File: src/hdl/sfr_pkg.sv
// ---------------------------------------------------------------------------
// sfr_pkg
// Shared types and constants of the streaming find-and-replace block.
// ---------------------------------------------------------------------------
`default_nettype none

package sfr_pkg;

  localparam int unsigned MaxPattern = 8;
  localparam int unsigned MaxRepl    = 8;

  // the pattern and replacement registers hold eight bytes each
  localparam int unsigned WinDepth = (MaxPattern < 8) ? MaxPattern : 8;
  localparam int unsigned RepDepth = (MaxRepl < 8) ? MaxRepl : 8;
  localparam int unsigned BurstMax = (WinDepth > RepDepth) ? WinDepth : RepDepth;
  localparam int unsigned QDepth   = 2 * BurstMax;

  localparam int unsigned LenW    = 4;
  localparam int unsigned CfgW    = 64;
  localparam int unsigned CfgIdxW = 2;
  localparam int unsigned FillW   = $clog2(WinDepth + 1);
  localparam int unsigned CntW    = $clog2(QDepth + 1);
  localparam int unsigned KW      = (BurstMax > 1) ? $clog2(BurstMax) : 1;

  typedef enum logic [CfgIdxW-1:0] {
    CfgPatternLen   = 2'd0,
    CfgPatternBytes = 2'd1,
    CfgReplLen      = 2'd2,
    CfgReplBytes    = 2'd3
  } cfg_idx_e;

  typedef struct packed {
    logic [7:0] in_byte;
    logic       in_last;
  } in_item_t;

  typedef struct packed {
    logic [7:0] out_byte;
    logic       run_last;
    logic       stream_last;
  } out_item_t;

  // window cell control
  typedef struct packed {
    logic load;
    logic shift;
  } win_ctrl_t;

  // output queue cell control
  typedef struct packed {
    logic pop;
    logic load;
  } oq_ctrl_t;

endpackage

`default_nettype wire

File: src/hdl/sfr_win_cell.sv
// ---------------------------------------------------------------------------
// sfr_win_cell
// One byte of the match window: holds the byte, merges in the arriving byte
// and compares against its pattern byte.
// ---------------------------------------------------------------------------
`default_nettype none

module sfr_win_cell (
  input  wire                  clk_i,
  input  sfr_pkg::win_ctrl_t   ctrl_i,
  input  wire                  sel_new_i,
  input  wire  [7:0]           new_byte_i,
  input  wire  [7:0]           nbr_byte_i,
  input  wire  [7:0]           pat_byte_i,
  input  wire                  active_i,
  output logic [7:0]           eff_byte_o,
  output logic                 hit_o
);
  import sfr_pkg::*;

  logic [7:0] byte_q;

  assign eff_byte_o = sel_new_i ? new_byte_i : byte_q;
  assign hit_o      = !active_i || (eff_byte_o == pat_byte_i);

  // on a miss with a full window, the window slides toward the oldest end
  always_ff @(posedge clk_i) begin
    if (ctrl_i.load) begin
      byte_q <= ctrl_i.shift ? nbr_byte_i : eff_byte_o;
    end
  end

endmodule

`default_nettype wire

File: src/hdl/sfr_out_cell.sv
// ---------------------------------------------------------------------------
// sfr_out_cell
// One entry of the output queue: loads a result, or takes its neighbor's
// entry when the head is transferred out.
// ---------------------------------------------------------------------------
`default_nettype none

module sfr_out_cell (
  input  wire                  clk_i,
  input  sfr_pkg::oq_ctrl_t    ctrl_i,
  input  sfr_pkg::out_item_t   load_item_i,
  input  sfr_pkg::out_item_t   nbr_item_i,
  output sfr_pkg::out_item_t   item_o
);
  import sfr_pkg::*;

  out_item_t item_q;

  always_ff @(posedge clk_i) begin
    priority if (ctrl_i.load) begin
      item_q <= load_item_i;
    end else if (ctrl_i.pop) begin
      item_q <= nbr_item_i;
    end else begin
      item_q <= item_q;
    end
  end

  assign item_o = item_q;

endmodule

`default_nettype wire

File: src/hdl/stream_find_replace.sv
// ---------------------------------------------------------------------------
// stream_find_replace
// Streaming find-and-replace over bytes: a row of window cells matches the
// pattern, and a row of queue cells buffers the rewritten bytes.
// ---------------------------------------------------------------------------
//  channel | signals                              | direction
//  input   | in_valid_i / in_ready_o / in_data_i   | in
//  output  | out_valid_o / out_ready_i / out_data_o| out
//  config  | cfg_we_i / cfg_index_i / cfg_data_i   | in, write only
//
//  an input byte's results all land in the queue at once, when the byte is accepted
//  results leave one per cycle while out_ready_i is high, in the order they were loaded
//  the 16-entry queue takes a new byte whenever it holds 8 or fewer results
//  sustained: one byte per cycle while each byte yields at most one result and the output is not stalled
//  no clearing pass after reset; output stalls hold off input once more than 8 results wait
// ---------------------------------------------------------------------------
`default_nettype none

module stream_find_replace (
  input  wire                              clk_i,
  input  wire                              rst_ni,
  input  wire                              in_valid_i,
  output logic                             in_ready_o,
  input  sfr_pkg::in_item_t                in_data_i,
  output logic                             out_valid_o,
  input  wire                              out_ready_i,
  output sfr_pkg::out_item_t               out_data_o,
  input  wire                              cfg_we_i,
  input  wire  [sfr_pkg::CfgIdxW-1:0]      cfg_index_i,
  input  wire  [sfr_pkg::CfgW-1:0]         cfg_data_i
);
  import sfr_pkg::*;

  // configuration
  logic [LenW-1:0] pat_len_q, rep_len_q;
  logic [CfgW-1:0] pat_q, rep_q;

  // window
  logic [FillW-1:0] fill_q, fill_d, fill_eff, plen;
  logic [LenW-1:0]  rlen;
  logic             full, match, accept, last;
  win_ctrl_t        win_ctrl;
  logic [7:0]       eff   [WinDepth];
  logic             hit   [WinDepth];
  logic [WinDepth-1:0] hit_vec;
  logic [7:0]       emit  [BurstMax];
  logic [LenW-1:0]  n_res;

  // output queue
  logic [CntW-1:0]  cnt_q, cnt_d, base;
  logic             pop;
  oq_ctrl_t         q_ctrl  [QDepth];
  out_item_t        q_load  [QDepth];
  out_item_t        q_item  [QDepth];

  always_ff @(posedge clk_i or negedge rst_ni) begin
    if (!rst_ni) begin
      pat_len_q <= LenW'(1);
      pat_q     <= '0;
      rep_len_q <= LenW'(1);
      rep_q     <= '0;
    end else if (cfg_we_i) begin
      unique case (cfg_idx_e'(cfg_index_i))
        CfgPatternLen:   pat_len_q <= cfg_data_i[LenW-1:0];
        CfgPatternBytes: pat_q     <= cfg_data_i;
        CfgReplLen:      rep_len_q <= cfg_data_i[LenW-1:0];
        CfgReplBytes:    rep_q     <= cfg_data_i;
      endcase
    end
  end

  // effective lengths: pattern length zero acts as one, both saturate
  always_comb begin
    if (pat_len_q == '0) begin
      plen = FillW'(1);
    end else if (pat_len_q > LenW'(WinDepth)) begin
      plen = FillW'(WinDepth);
    end else begin
      plen = FillW'(pat_len_q);
    end
    rlen = (rep_len_q > LenW'(RepDepth)) ? LenW'(RepDepth) : rep_len_q;
  end

  assign accept   = in_valid_i && in_ready_o;
  assign last     = in_data_i.in_last;
  assign fill_eff = (fill_q >= plen) ? '0 : fill_q;
  assign full     = (fill_eff + FillW'(1)) == plen;

  for (genvar i = 0; i < WinDepth; i++) begin : g_win
    logic [7:0] nbr;
    if (i < WinDepth - 1) begin : g_nbr
      assign nbr = eff[i+1];
    end else begin : g_end
      assign nbr = '0;
    end

    sfr_win_cell u_cell (
      .clk_i      (clk_i),
      .ctrl_i     (win_ctrl),
      .sel_new_i  (fill_eff == FillW'(i)),
      .new_byte_i (in_data_i.in_byte),
      .nbr_byte_i (nbr),
      .pat_byte_i (pat_q[8*i +: 8]),
      .active_i   (FillW'(i) < plen),
      .eff_byte_o (eff[i]),
      .hit_o      (hit[i])
    );

    assign hit_vec[i] = hit[i];
  end

  assign match          = &hit_vec;
  assign win_ctrl.load  = accept;
  assign win_ctrl.shift = full && !match;

  for (genvar k = 0; k < BurstMax; k++) begin : g_emit
    logic [7:0] rb, wb;
    if (k < RepDepth) begin : g_rb
      assign rb = rep_q[8*k +: 8];
    end else begin : g_rb0
      assign rb = '0;
    end
    if (k < WinDepth) begin : g_wb
      assign wb = eff[k];
    end else begin : g_wb0
      assign wb = '0;
    end
    assign emit[k] = (full && match) ? rb : wb;
  end

  // result count and next fill
  always_comb begin
    priority if (full && match) begin
      n_res  = rlen;
      fill_d = '0;
    end else if (full) begin
      n_res  = last ? LenW'(plen) : LenW'(1);
      fill_d = last ? '0 : fill_eff;
    end else begin
      n_res  = last ? LenW'(fill_eff + FillW'(1)) : '0;
      fill_d = last ? '0 : fill_eff + FillW'(1);
    end
  end

  always_ff @(posedge clk_i or negedge rst_ni) begin
    if (!rst_ni) begin
      fill_q <= '0;
    end else if (cfg_we_i && cfg_idx_e'(cfg_index_i) == CfgPatternLen) begin
      fill_q <= '0;
    end else if (accept) begin
      fill_q <= fill_d;
    end
  end

  // output queue: head at cell 0, a burst is appended behind what remains
  assign pop   = (cnt_q != '0) && out_ready_i;
  assign base  = cnt_q - CntW'(pop);
  assign cnt_d = base + (accept ? CntW'(n_res) : '0);

  always_comb begin
    logic [CntW-1:0] idx;
    for (int i = 0; i < QDepth; i++) begin
      idx = CntW'(i) - base;
      q_ctrl[i].pop  = pop;
      q_ctrl[i].load = accept && (CntW'(i) >= base) && (idx < CntW'(n_res));
      q_load[i].out_byte    = emit[idx[KW-1:0]];
      q_load[i].run_last    = (idx + CntW'(1)) == CntW'(n_res);
      q_load[i].stream_last = ((idx + CntW'(1)) == CntW'(n_res)) && last;
    end
  end

  for (genvar i = 0; i < QDepth; i++) begin : g_q
    out_item_t nbr;
    if (i < QDepth - 1) begin : g_nbr
      assign nbr = q_item[i+1];
    end else begin : g_end
      assign nbr = '0;
    end

    sfr_out_cell u_cell (
      .clk_i       (clk_i),
      .ctrl_i      (q_ctrl[i]),
      .load_item_i (q_load[i]),
      .nbr_item_i  (nbr),
      .item_o      (q_item[i])
    );
  end

  always_ff @(posedge clk_i or negedge rst_ni) begin
    if (!rst_ni) begin
      cnt_q <= '0;
    end else begin
      cnt_q <= cnt_d;
    end
  end

  assign in_ready_o  = cnt_q <= CntW'(QDepth - BurstMax);
  assign out_valid_o = cnt_q != '0;
  assign out_data_o  = q_item[0];

endmodule

`default_nettype wire

File: config.mk
export PLATFORM = sky130hd
export DESIGN_NAME = stream_find_replace
export DESIGN_NICKNAME = d
export VERILOG_FILES = /design/src/hdl/sfr_pkg.sv /design/src/hdl/sfr_win_cell.sv /design/src/hdl/sfr_out_cell.sv /design/src/hdl/stream_find_replace.sv
export SDC_FILE = /design/constraint.sdc
export NUM_CORES = 1
export LEC_CHECK = 0
export BUFFER_PORTS_ARGS = -buffer_cell sky130_fd_sc_hd__buf_2
export CORE_MARGIN = 8
export CORE_UTILIZATION = 68
export CTS_CLUSTER_SIZE = 25
export DETAILED_ROUTE_END_ITERATION = 7
export PLACE_DENSITY = 0.92
export SYNTH_ARGS = -nofsm -noshare
export SYNTH_HDL_FRONTEND = slang
export SYNTH_SLANG_ARGS = --single-unit
File: constraint.sdc
create_clock -name clk_i -period 12.8 [get_ports clk_i]
set_input_delay 1.28 -clock clk_i [delete_from_list [all_inputs] [get_ports clk_i]]
set_output_delay 1.28 -clock clk_i [all_outputs]
set_load 0.1 [all_outputs]
Yosys cells after proc, flatten, opt, wreduce, memory -nomap -nowiden

Cells that the tools add are included.

Register bits after elaboration: 369
Input port bits: 80

Equality and inequality tests: 35
Multiplexer cells: 118
Reductions and logical operators: 96
Bitwise operators: 16
Magnitude comparators: 60
Add/subtract/negate cells: 35

Operator list:

| cell                  | count |
|---|---|
| $mux W8               | 55 |
| $bmux W8 S3           | 16 |
| $mux W10              | 32 |
| $add A5 B1 Y5 const B | 16 |
| $eq A5 B4 Y1          | 16 |
| $lt A5 B4 Y1          | 16 |
| $eq A8 B8 Y1          | 8 |
| $ge A4 B4 Y1 const B  | 16 |
| $not A3 Y4            | 16 |
| $mux W4               | 15 |
| $logic_and A1 B1 Y1   | 53 |
| $ge A4 B5 Y1 const A  | 8 |
| $sub A4 B5 Y5 const A | 8 |
| $reduce_bool A2 Y1    | 17 |
| $ge A3 B5 Y1 const A  | 4 |
| $sub A3 B5 Y5 const A | 4 |
| $eq A4 B3 Y1 const B  | 4 |
| $lt A3 B4 Y1 const A  | 4 |
| $ge A1 B5 Y1 const A  | 2 |
| $ge A2 B5 Y1 const A  | 2 |
| $sub A1 B5 Y5 const A | 2 |
| $sub A2 B5 Y5 const A | 2 |
| $logic_not A1 Y1      | 9 |
| $eq A4 B2 Y1 const B  | 2 |
| other kinds (18)      | 33 |

Depth between registers and ports, before layout

Gate-level depths: netlist of the first run.

Depth after elaboration: 16
Mapped depth: 32
Mapped depth without buffers: 29

Modules after synthesis

A second synthesis of the first run with hierarchy kept.

Cells, all modules: 1840
Area, all modules: 23393.7 um^2

Modules (own cells, without submodules):

| module              | cells each | seq. area each (um^2) | area an instance (um^2) | times used |
|---|---|---|---|---|
| stream_find_replace | 1192       | 3631.0                | 11482.3                 | 1 |
| sfr_out_cell        | 22         | 300.3                 | 464.2                   | 16 |
| sfr_win_cell        | 37         | 240.2                 | 560.5                   | 8 |

Worst setup path before layout of the first run

No wires, ideal clock.

Path type: register -> register
Start point: register pat_len_q[2]
End point: register g_q[9].u_cell.item_q, in the netlist g_q[9].u_cell.item_o[0] (enable)
Stages on the path, launching flop included: 28
Arrival time: 6.244 ns
Path buffers: 5
Clock period less this slack: 6.583 ns
Data required time: 12.460 ns
Path slack: 6.217 ns
Path through: dfrtp_1 > nor2_1 > o21ai_0 > inv_1 > ha_1 > nor3b_4 > clkbuf_1 > o21a_1 > nand2_1 > inv_1 > ha_1 > clkbuf_1 > nand2_1 > o211ai_1 > xnor2_1 > nand4_1 > nor4_1 > o21a_1 > nand3b_4 > mux2i_1 > buf_2 > ha_1 > a2111oi_0 > o21ai_0 > a221o_1 > buf_2 > buf_2 > nand2_1

Word-level cells in the longest chain between the ends: 15

Ends and longest elaborated chain:

| what                                       | RTL line                   | source |
|---|---|---|
| start, declared                            | stream_find_replace.sv:35  | `logic [LenW-1:0] pat_len_q, rep_len_q;` |
| start signal, assigned                     | stream_find_replace.sv:58  | `pat_len_q <= LenW'(1);` |
| start signal, assigned                     | stream_find_replace.sv:64  | `CfgPatternLen: pat_len_q <= cfg_data_i[LenW-1:0];` |
| $gt A4 B4 Y1                               | stream_find_replace.sv:76  | `end else if (pat_len_q > LenW'(WinDepth)) begin` |
| $mux W4                                    | stream_find_replace.sv:76  |  |
| $mux W4 *                                  | stream_find_replace.sv:74  | `if (pat_len_q == '0) begin` |
| $ge A4 B4 Y1                               | stream_find_replace.sv:86  | `assign fill_eff = (fill_q >= plen) ? '0 : fill_q;` |
| $mux W4                                    | stream_find_replace.sv:86  |  |
| $eq A4 B1 Y1, or another cell as far along | stream_find_replace.sv:100 | `.sel_new_i (fill_eff == FillW'(i)),` |
| $mux W8                                    | sfr_win_cell.sv:23         | `assign eff_byte_o = sel_new_i ? new_byte_i : byte_q;` |
| $eq A8 B8 Y1                               | sfr_win_cell.sv:24         | `assign hit_o = !active_i \|\| (eff_byte_o == pat_byte_i);` |
| $logic_or A1 B1 Y1                         | sfr_win_cell.sv:24         |  |
| $reduce_and A8 Y1                          | stream_find_replace.sv:112 | `assign match = &hit_vec;` |
| $logic_and A1 B1 Y1                        | stream_find_replace.sv:133 | `priority if (full && match) begin` |
| $mux W4 *                                  | stream_find_replace.sv:133 |  |
| $lt A5 B4 Y1 *                             | stream_find_replace.sv:165 | `q_ctrl[i].load = accept && (CntW'(i) >= base) && (idx < CntW'(n_res));` |
| $logic_and A1 B1 Y1 *                      | stream_find_replace.sv:165 |  |
| $reduce_bool A2 Y1 (no source line) *      | n/a                        |  |
| end signal, assigned                       | sfr_out_cell.sv:21         | `item_q <= load_item_i;` |
| end signal, assigned                       | sfr_out_cell.sv:23         | `item_q <= nbr_item_i;` |
| end signal, assigned                       | sfr_out_cell.sv:25         | `item_q <= item_q;` |
| end, declared                              | sfr_out_cell.sv:17         | `out_item_t item_q;` |

Every way passes the cells marked *; elsewhere a longest branch is shown, timed or not.
A chain may end at the register's enable or synchronous reset.

Worst setup path after layout of the first run

Start point: register pat_len_q[1]
End point: register g_q[11].u_cell.item_q, in the netlist g_q[11].u_cell.item_o[7] (enable)

Word-level cells in the longest chain between the ends: 15

Ends and longest elaborated chain:

| what                                       | RTL line |
|---|---|
| $gt A4 B4 Y1                               | stream_find_replace.sv:76 |
| $mux W4                                    | stream_find_replace.sv:76 |
| $mux W4 *                                  | stream_find_replace.sv:74 |
| $ge A4 B4 Y1                               | stream_find_replace.sv:86 |
| $mux W4                                    | stream_find_replace.sv:86 |
| $eq A4 B1 Y1, or another cell as far along | stream_find_replace.sv:100 |
| $mux W8                                    | sfr_win_cell.sv:23 |
| $eq A8 B8 Y1                               | sfr_win_cell.sv:24 |
| $logic_or A1 B1 Y1                         | sfr_win_cell.sv:24 |
| $reduce_and A8 Y1                          | stream_find_replace.sv:112 |
| $logic_and A1 B1 Y1                        | stream_find_replace.sv:133 |
| $mux W4 *                                  | stream_find_replace.sv:133 |
| $lt A5 B4 Y1 *                             | stream_find_replace.sv:165 |
| $logic_and A1 B1 Y1 *                      | stream_find_replace.sv:165 |
| $reduce_bool A2 Y1 (no source line) *      | n/a |
| end signal, assigned                       | sfr_out_cell.sv:21 |
| end signal, assigned                       | sfr_out_cell.sv:23 |
| end signal, assigned                       | sfr_out_cell.sv:25 |
| end, declared                              | sfr_out_cell.sv:17 |

Marks and branches as above.

==> results of run 1 <==
worst max-delay path, cell delays in order, from the launching register on:
cell	delay [ns]
dfrtp_1	0.47
nor2_1	0.06
o21ai_0	0.46
inv_1	0.13
ha_1	0.33
nor3b_4	0.18
buf_4	0.39
o21a_1	0.25
nand2_1	0.14
inv_1	0.15
ha_1	0.47
inv_1	0.34
o311ai_1	0.74
xnor2_1	0.19
nand4_1	0.15
nor4_1	0.31
o21a_1	0.21
nand3b_4	0.55
mux2i_4	0.43
buf_4	0.29
ha_1	0.38
a211oi_1	0.26
nand3_1	0.15
a31oi_1	1.04
or2_2	0.45
worst max path at each step:
stage	startpoint	endpoint	slack (ns)	cells past startpoint
floorplan	pat_len_q[2]$_DFFE_PN0P_	g_q[9].u_cell.item_o[0]$_DFFE_PP_	6.22	27
global placement	pat_len_q[1]$_DFFE_PN0P_	g_q[6].u_cell.item_o[5]$_DFFE_PP_	4.56	22
detailed placement	pat_len_q[1]$_DFFE_PN0P_	g_q[6].u_cell.item_o[7]$_DFFE_PP_	4.24	22
CTS	pat_len_q[1]$_DFFE_PN0P_	g_q[6].u_cell.item_o[5]$_DFFE_PP_	4.16	23
global route	pat_len_q[1]$_DFFE_PN0P_	g_q[9].u_cell.item_o[3]$_DFFE_PP_	3.27	24
finish	pat_len_q[1]$_DFFE_PN0P_	g_q[11].u_cell.item_o[7]$_DFFE_PP_	3.91	24
layer usage:
metal	GRT usage, %	wire (µm)
met1	43.9	25400
met2	59.1	33300
met3	7.80	8020
met4	20.8	5200
met5	0	0
layout make-up:
type                       instances  area [µm²]  share of cell area [%]
antenna                            1        2.50                  0.0101
clock buffer                      47        1070                    4.32
clock inverter                    24         250                    1.01
inverter                          80         300                    1.21
multi-input combinational       1576       11600                    46.7
sequential                       369       10400                    41.9
tap                              448         561                    2.27
timing repair buffer             114         634                    2.56
flip-flops by register name (all words and copies together), names as in the netlist:
name and count:
fill_q 4, g_win.u_cell.byte_q 64, rep_len_q 4, cnt_q 5, pat_q 64, g_q.u_cell.item_o 160, rep_q 64, pat_len_q 4
cell usage after synthesis, drive strengths merged (7+ instances only):
cell type,count,area share [%]
mux2i,161,7.1
xnor2,91,3.5
a21o,9,0.30
nand2b,16,0.44
dfrtp,143,16
nand3,25,0.55
o22ai,102,2.8
nor2b,11,0.30
nor2,173,2.9
clkbuf,89,1.5
buf,43,1.0
nand4,14,0.39
and2,9,0.25
xor2,56,2.2
inv,78,1.3
nor4,14,0.39
a21oi,112,2.5
a2111oi,7,0.54
nand2,187,3.1
o21ai,52,1.1
or2,37,1.0
or3,19,0.52
mux2,200,9.9
o221ai,7,0.27
ha,56,3.1
nor3,43,0.95
o211ai,34,1.1
o2111ai,34,1.3
o22a,8,0.31
edfxtp,224,30
a31oi,16,0.44
kinds of logic after synthesis:
family / after synthesis / synth area share, %
compound gates: 440 / 13.1
xor+xnor: 147 / 5.66
fa+ha+maj: 60 / 3.31
buf+inv: 212 / 3.81
flops: 369 / 45.6
mux: 361 / 17.0
simple gates: 568 / 11.6
through the flow:
step	area [µm²]	setup WS [ns]	cells	hold WS, ns	utilization, %
after detailed placement	23400	4.24	2587	0.492	70.5
after global placement	23400	4.56	2587	0.486	70.5
after CTS	24700	4.16	2658	0.505	74.5
after floorplan	22700	6.22	2157	0.471	-
final	24700	3.91	2659	0.504	74.5
after global routing	24700	3.27	2659	0.525	74.5
==> impl_metrics.py, run 1 <==
metrics = {
    "drt": {
        "vias": 18700,
        "routed_via_density": 7.05,
        "dr.pass1.iters": 7,
        "drc": 0,
        "drt_iter0_drc": 2590,
        "wl_per_cell_um": 27.0,
        "drt-total-wl_um": 71900,
        "ant_nets": 0,
    },
    "synth": {
        "yosysSeqAreaShare_pct": 45.6,
        "netlist_instances": 2157,
        "synth_area_um2": 22700,
        "syn-mean-instance-area_um2": 10.5,
        "async_flop_share_pct": 39.3,
        "ys_warn_count": 0,
        "synth-main-ff-cell": "edfxtp_1",
        "ys_seq_elements": 369,
        "syn_nets": 2294,
        "synth_edf_count": 224,
        "synth_cell_type_count": 85,
    },
    "timing": {
        "fin_crit_ns": 8.89,
        "finalCritPeriodShare_pct": 69.4,
        "fmax_mhz": 113,
        "slew_headroom_pct": 10.6,
        "fin_skew_ns": 0.0217,
        "hold_viol": 0,
        "grt_setup_unrepaired": "no",
        "finalSetupViolCount": 0,
        "fin_tns_setup_ns": 0,
        "tightest_slew_ns": 1.33,
        "slew_violations": 0,
    },
    "setup_path": {
        "rrSetupSlack_ns": 3.91,
        "start_kind": "flip-flop",
        "endpoint_kind": "flip-flop",
        "reg2reg_depth": 24,
        "arrival_ns": 9.11,
        "r2r_end": "g_q[11].u_cell.item_o[7]$_DFFE_PP_",
        "r2r-start": "pat_len_q[1]$_DFFE_PN0P_",
        "critPathRequiredTime_ns": 13.02,
        "crit_type": "reg -> reg",
        "crit_path_max_fanout": 36,
    },
    "status": {
        "status": "finished, final reports clean",
    },
    "clocking": {
        "postCtsHoldBufs": 0,
        "cts_sinks": 369,
        "numCtsBuffers": 39,
        "clockRootBuffer": "clkbuf_16",
        "cts_tree": "yes",
        "postCtsSetupRepairBufs": 0,
        "htree_levels": 2,
        "cts_resized": 0,
        "clk_latency_ns": 0.55,
        "path_clk_slew_ns": 0.06,
        "cts_buffer_depth": 3,
    },
    "final_layout": {
        "area_growth_pct": 8.83,
        "post_route_cells_drive_above_1_share_pct": 20.0,
        "final_nets": 2317,
        "layout_commonest_cell": "edfxtp_1",
        "num-fill-cells": 2203,
        "final_cell_mix": "edfxtp_1 (224), mux2_2 (200), nand2_1 (186)",
    },
    "floorplanning": {
        "die-area_um2": 39500,
        "num_io_pins": 92,
        "coreArea_um2": 33200,
        "die_x_um": 199,
        "rows": 67,
        "start_util_pct": 68.5,
        "die_h_um": 199,
    },
    "worst_hold_path": {
        "hold_depth": 1,
        "holdPathEnd": "rep_q[56]$_DFFE_PN0P_",
        "hp-start": "rep_q[56]$_DFFE_PN0P_",
        "hp-class": "reg -> reg",
    },
    "global_routing": {
        "first_global_vias": 18200,
        "grt-ovfl-total": 0,
        "grt_start_max_net_pins": 97,
        "antenna_found_initial": 1,
        "track_usage_pct": 36.1,
        "grt_pass1_wl_um": 109000,
    },
    "placement": {
        "portBuffers": 91,
        "post-dp-hpwl_um": 51800,
        "gp_congestion": 1.02,
    },
    "flow_run": {
        "drv_cap": 0,
    },
}
Power of run 1 is not shown: default switching activity piles up to over one toggle a cycle in this logic, so the estimate is an artifact.
==> run 2, diff against run 1 <==
CORE_UTILIZATION = 57   (was 68)
PLACE_DENSITY = 0.82   (was 0.92)
clock period = 7.2 ns   (was 12.8 ns; I/O delays follow)
==> run 2 against run 1 <==
Against the previous run: global-route usage shrank 6.9 points; fmax grew 31%; die area grew 18%; setup slack lost 3.5 ns; final cell count grew 4.0%; utilization shrank 11 points; sequential share of layout area shrank 0.45 points; final area grew 1.1%; critical path depth shrank 1; non-clock buffer count grew 33; hold slack lost 0.31 ns.
==> impl_metrics.py, run 2 (synthesized netlist as in run 1, its figures left out) <==
metrics = {
    "final_layout": {
        "num-fill-cells": 3056,
        "final_nets": 2350,
        "post_route_cells_drive_above_1_share_pct": 21.2,
        "largest_reg_flops": 160,
        "fin_util_pct": 63.2,
        "area_growth_pct": 10.0,
        "fin_area_um2": 25000,
        "final_cell_mix": "edfxtp_1 (224), mux2_2 (200), nand2_1 (185)",
        "n_antenna_cell": 0,
        "layout_commonest_cell": "edfxtp_1",
    },
    "drt": {
        "drt_iter0_drc": 2216,
        "wl_per_cell_um": 25.3,
        "dr.pass1.iters": 6,
        "drc": 0,
        "routed_via_density": 6.58,
        "vias": 18200,
        "ant_nets": 0,
        "drt-total-wl_um": 69900,
    },
    "clocking": {
        "path_clk_slew_ns": 0.06,
        "cts_resized": 0,
        "cts_sinks": 369,
        "cts_buffer_depth": 3,
        "clockRootBuffer": "clkbuf_16",
        "cts_tree": "yes",
        "clk_latency_ns": 0.56,
        "postCtsHoldBufs": 0,
        "numCtsBuffers": 39,
        "htree_levels": 2,
        "postCtsSetupRepairBufs": 0,
    },
    "global_routing": {
        "grt-ovfl-total": 0,
        "first_global_vias": 18000,
        "grt_pass1_wl_um": 107000,
        "grt_start_max_net_pins": 76,
        "track_usage_pct": 29.2,
        "antenna_found_initial": 0,
    },
    "timing": {
        "finalCritPeriodShare_pct": 94.5,
        "fin_skew_ns": 0.0170,
        "finalSetupViolCount": 0,
        "fin_crit_ns": 6.80,
        "grt_setup_unrepaired": "no",
        "hold_viol": 0,
        "fmax_mhz": 147,
        "fin_tns_setup_ns": 0,
        "tightest_slew_ns": 1.06,
        "slew_violations": 0,
        "slew_headroom_pct": 29.0,
    },
    "floorplanning": {
        "num_io_pins": 92,
        "die-area_um2": 46500,
        "die_h_um": 216,
        "start_util_pct": 57.5,
        "rows": 73,
        "die_x_um": 216,
        "coreArea_um2": 39500,
    },
    "placement": {
        "placed_cell_area_um2": 23800,
        "post-dp-hpwl_um": 51500,
        "gp_congestion": 0.978,
        "portBuffers": 91,
    },
    "setup_path": {
        "reg2reg_depth": 23,
        "crit_type": "reg -> reg",
        "r2r-start": "pat_len_q[2]$_DFFE_PN0P_",
        "rrSetupSlack_ns": 0.40,
        "r2r_end": "g_q[12].u_cell.item_o[3]$_DFFE_PP_",
        "crit_path_max_fanout": 13,
        "critPathRequiredTime_ns": 7.43,
        "endpoint_kind": "flip-flop",
        "start_kind": "flip-flop",
        "arrival_ns": 7.04,
    },
    "worst_hold_path": {
        "hp-class": "in -> async",
    },
    "status": {
        "status": "finished, final reports clean",
    },
    "flow_run": {
        "drv_cap": 0,
    },
}
[run 2: cell count changes in the layout (fill, tap and decap cells not counted), moves of 2 or more]
cell and change:
clkinv_2 +3, bufinv_16 -3, buf_4 +32, clkbuf_1 +2
[run 2: how the worst max path moves through the flow]
| stage | cells after the start | end | start |
|---|---|---|---|
| floorplan | 27 | g_q[9].u_cell.item_o[0]$_DFFE_PP_ | pat_len_q[2]$_DFFE_PN0P_ |
| CTS | 24 | g_q[9].u_cell.item_o[1]$_DFFE_PP_ | pat_len_q[2]$_DFFE_PN0P_ |
| finish | 23 | g_q[12].u_cell.item_o[3]$_DFFE_PP_ | pat_len_q[2]$_DFFE_PN0P_ |
| global route | 22 | g_q[9].u_cell.item_o[6]$_DFFE_PP_ | pat_len_q[0]$_DFFE_PN1P_ |
| global placement | 22 | g_q[9].u_cell.item_o[8]$_DFFE_PP_ | pat_len_q[2]$_DFFE_PN0P_ |
| detailed placement | 24 | g_q[9].u_cell.item_o[8]$_DFFE_PP_ | pat_len_q[2]$_DFFE_PN0P_ |
[run 2: per-stage QoR]
step | hold slack (ns) | setup WS (ns) | std cells
floorplan | 0.424 | 0.617 | 2157
finish | 0.198 | 0.397 | 2766
global route | 0.243 | 0.0313 | 2766
detailed placement | 0.490 | 0.223 | 2697
CTS | 0.211 | 0.190 | 2766
global placement | 0.484 | 0.423 | 2697
[run 2: critical path: stages (launching register included)]
cell       delay (ns)
dfrtp_1          0.36
nor2_1           0.06
o21ai_1          0.28
inv_1            0.10
ha_1             0.32
nor3b_4          0.19
o21a_1           0.20
nand2_1          0.13
inv_1            0.15
ha_1             0.19
buf_4            0.20
nand2_1          0.07
o211ai_1         0.50
xnor2_1          0.19
nand4_1          0.20
nor4_1           0.45
o21a_1           0.23
nand3b_4         0.16
mux2i_4          0.35
ha_1             0.32
a21o_1           0.21
maj3_2           0.36
a2111oi_4        0.83
or2_2            0.40
[run 2: final cells by class]
cell class	count	area (µm²)	area share, %
multi-input combinational	1576	11600	46.4
sequential	369	10400	41.4
clock buffer	48	1050	4.20
timing repair buffer	147	895	3.58
tap	525	657	2.63
inverter	80	300	1.20
clock inverter	21	155	0.620
[run 2: per-layer routing]
metal  share of wire (%)  vias to the layer above  GRT usage (%)
met2                  47                     1018           48.2
li1                    -                     8065              -
met1                  39                     8884           36.7
met3                 8.8                      240           5.10
met5                   0                        -              0
met4                 5.4                        0           14.5
Power of run 2 is left out for the same reason.
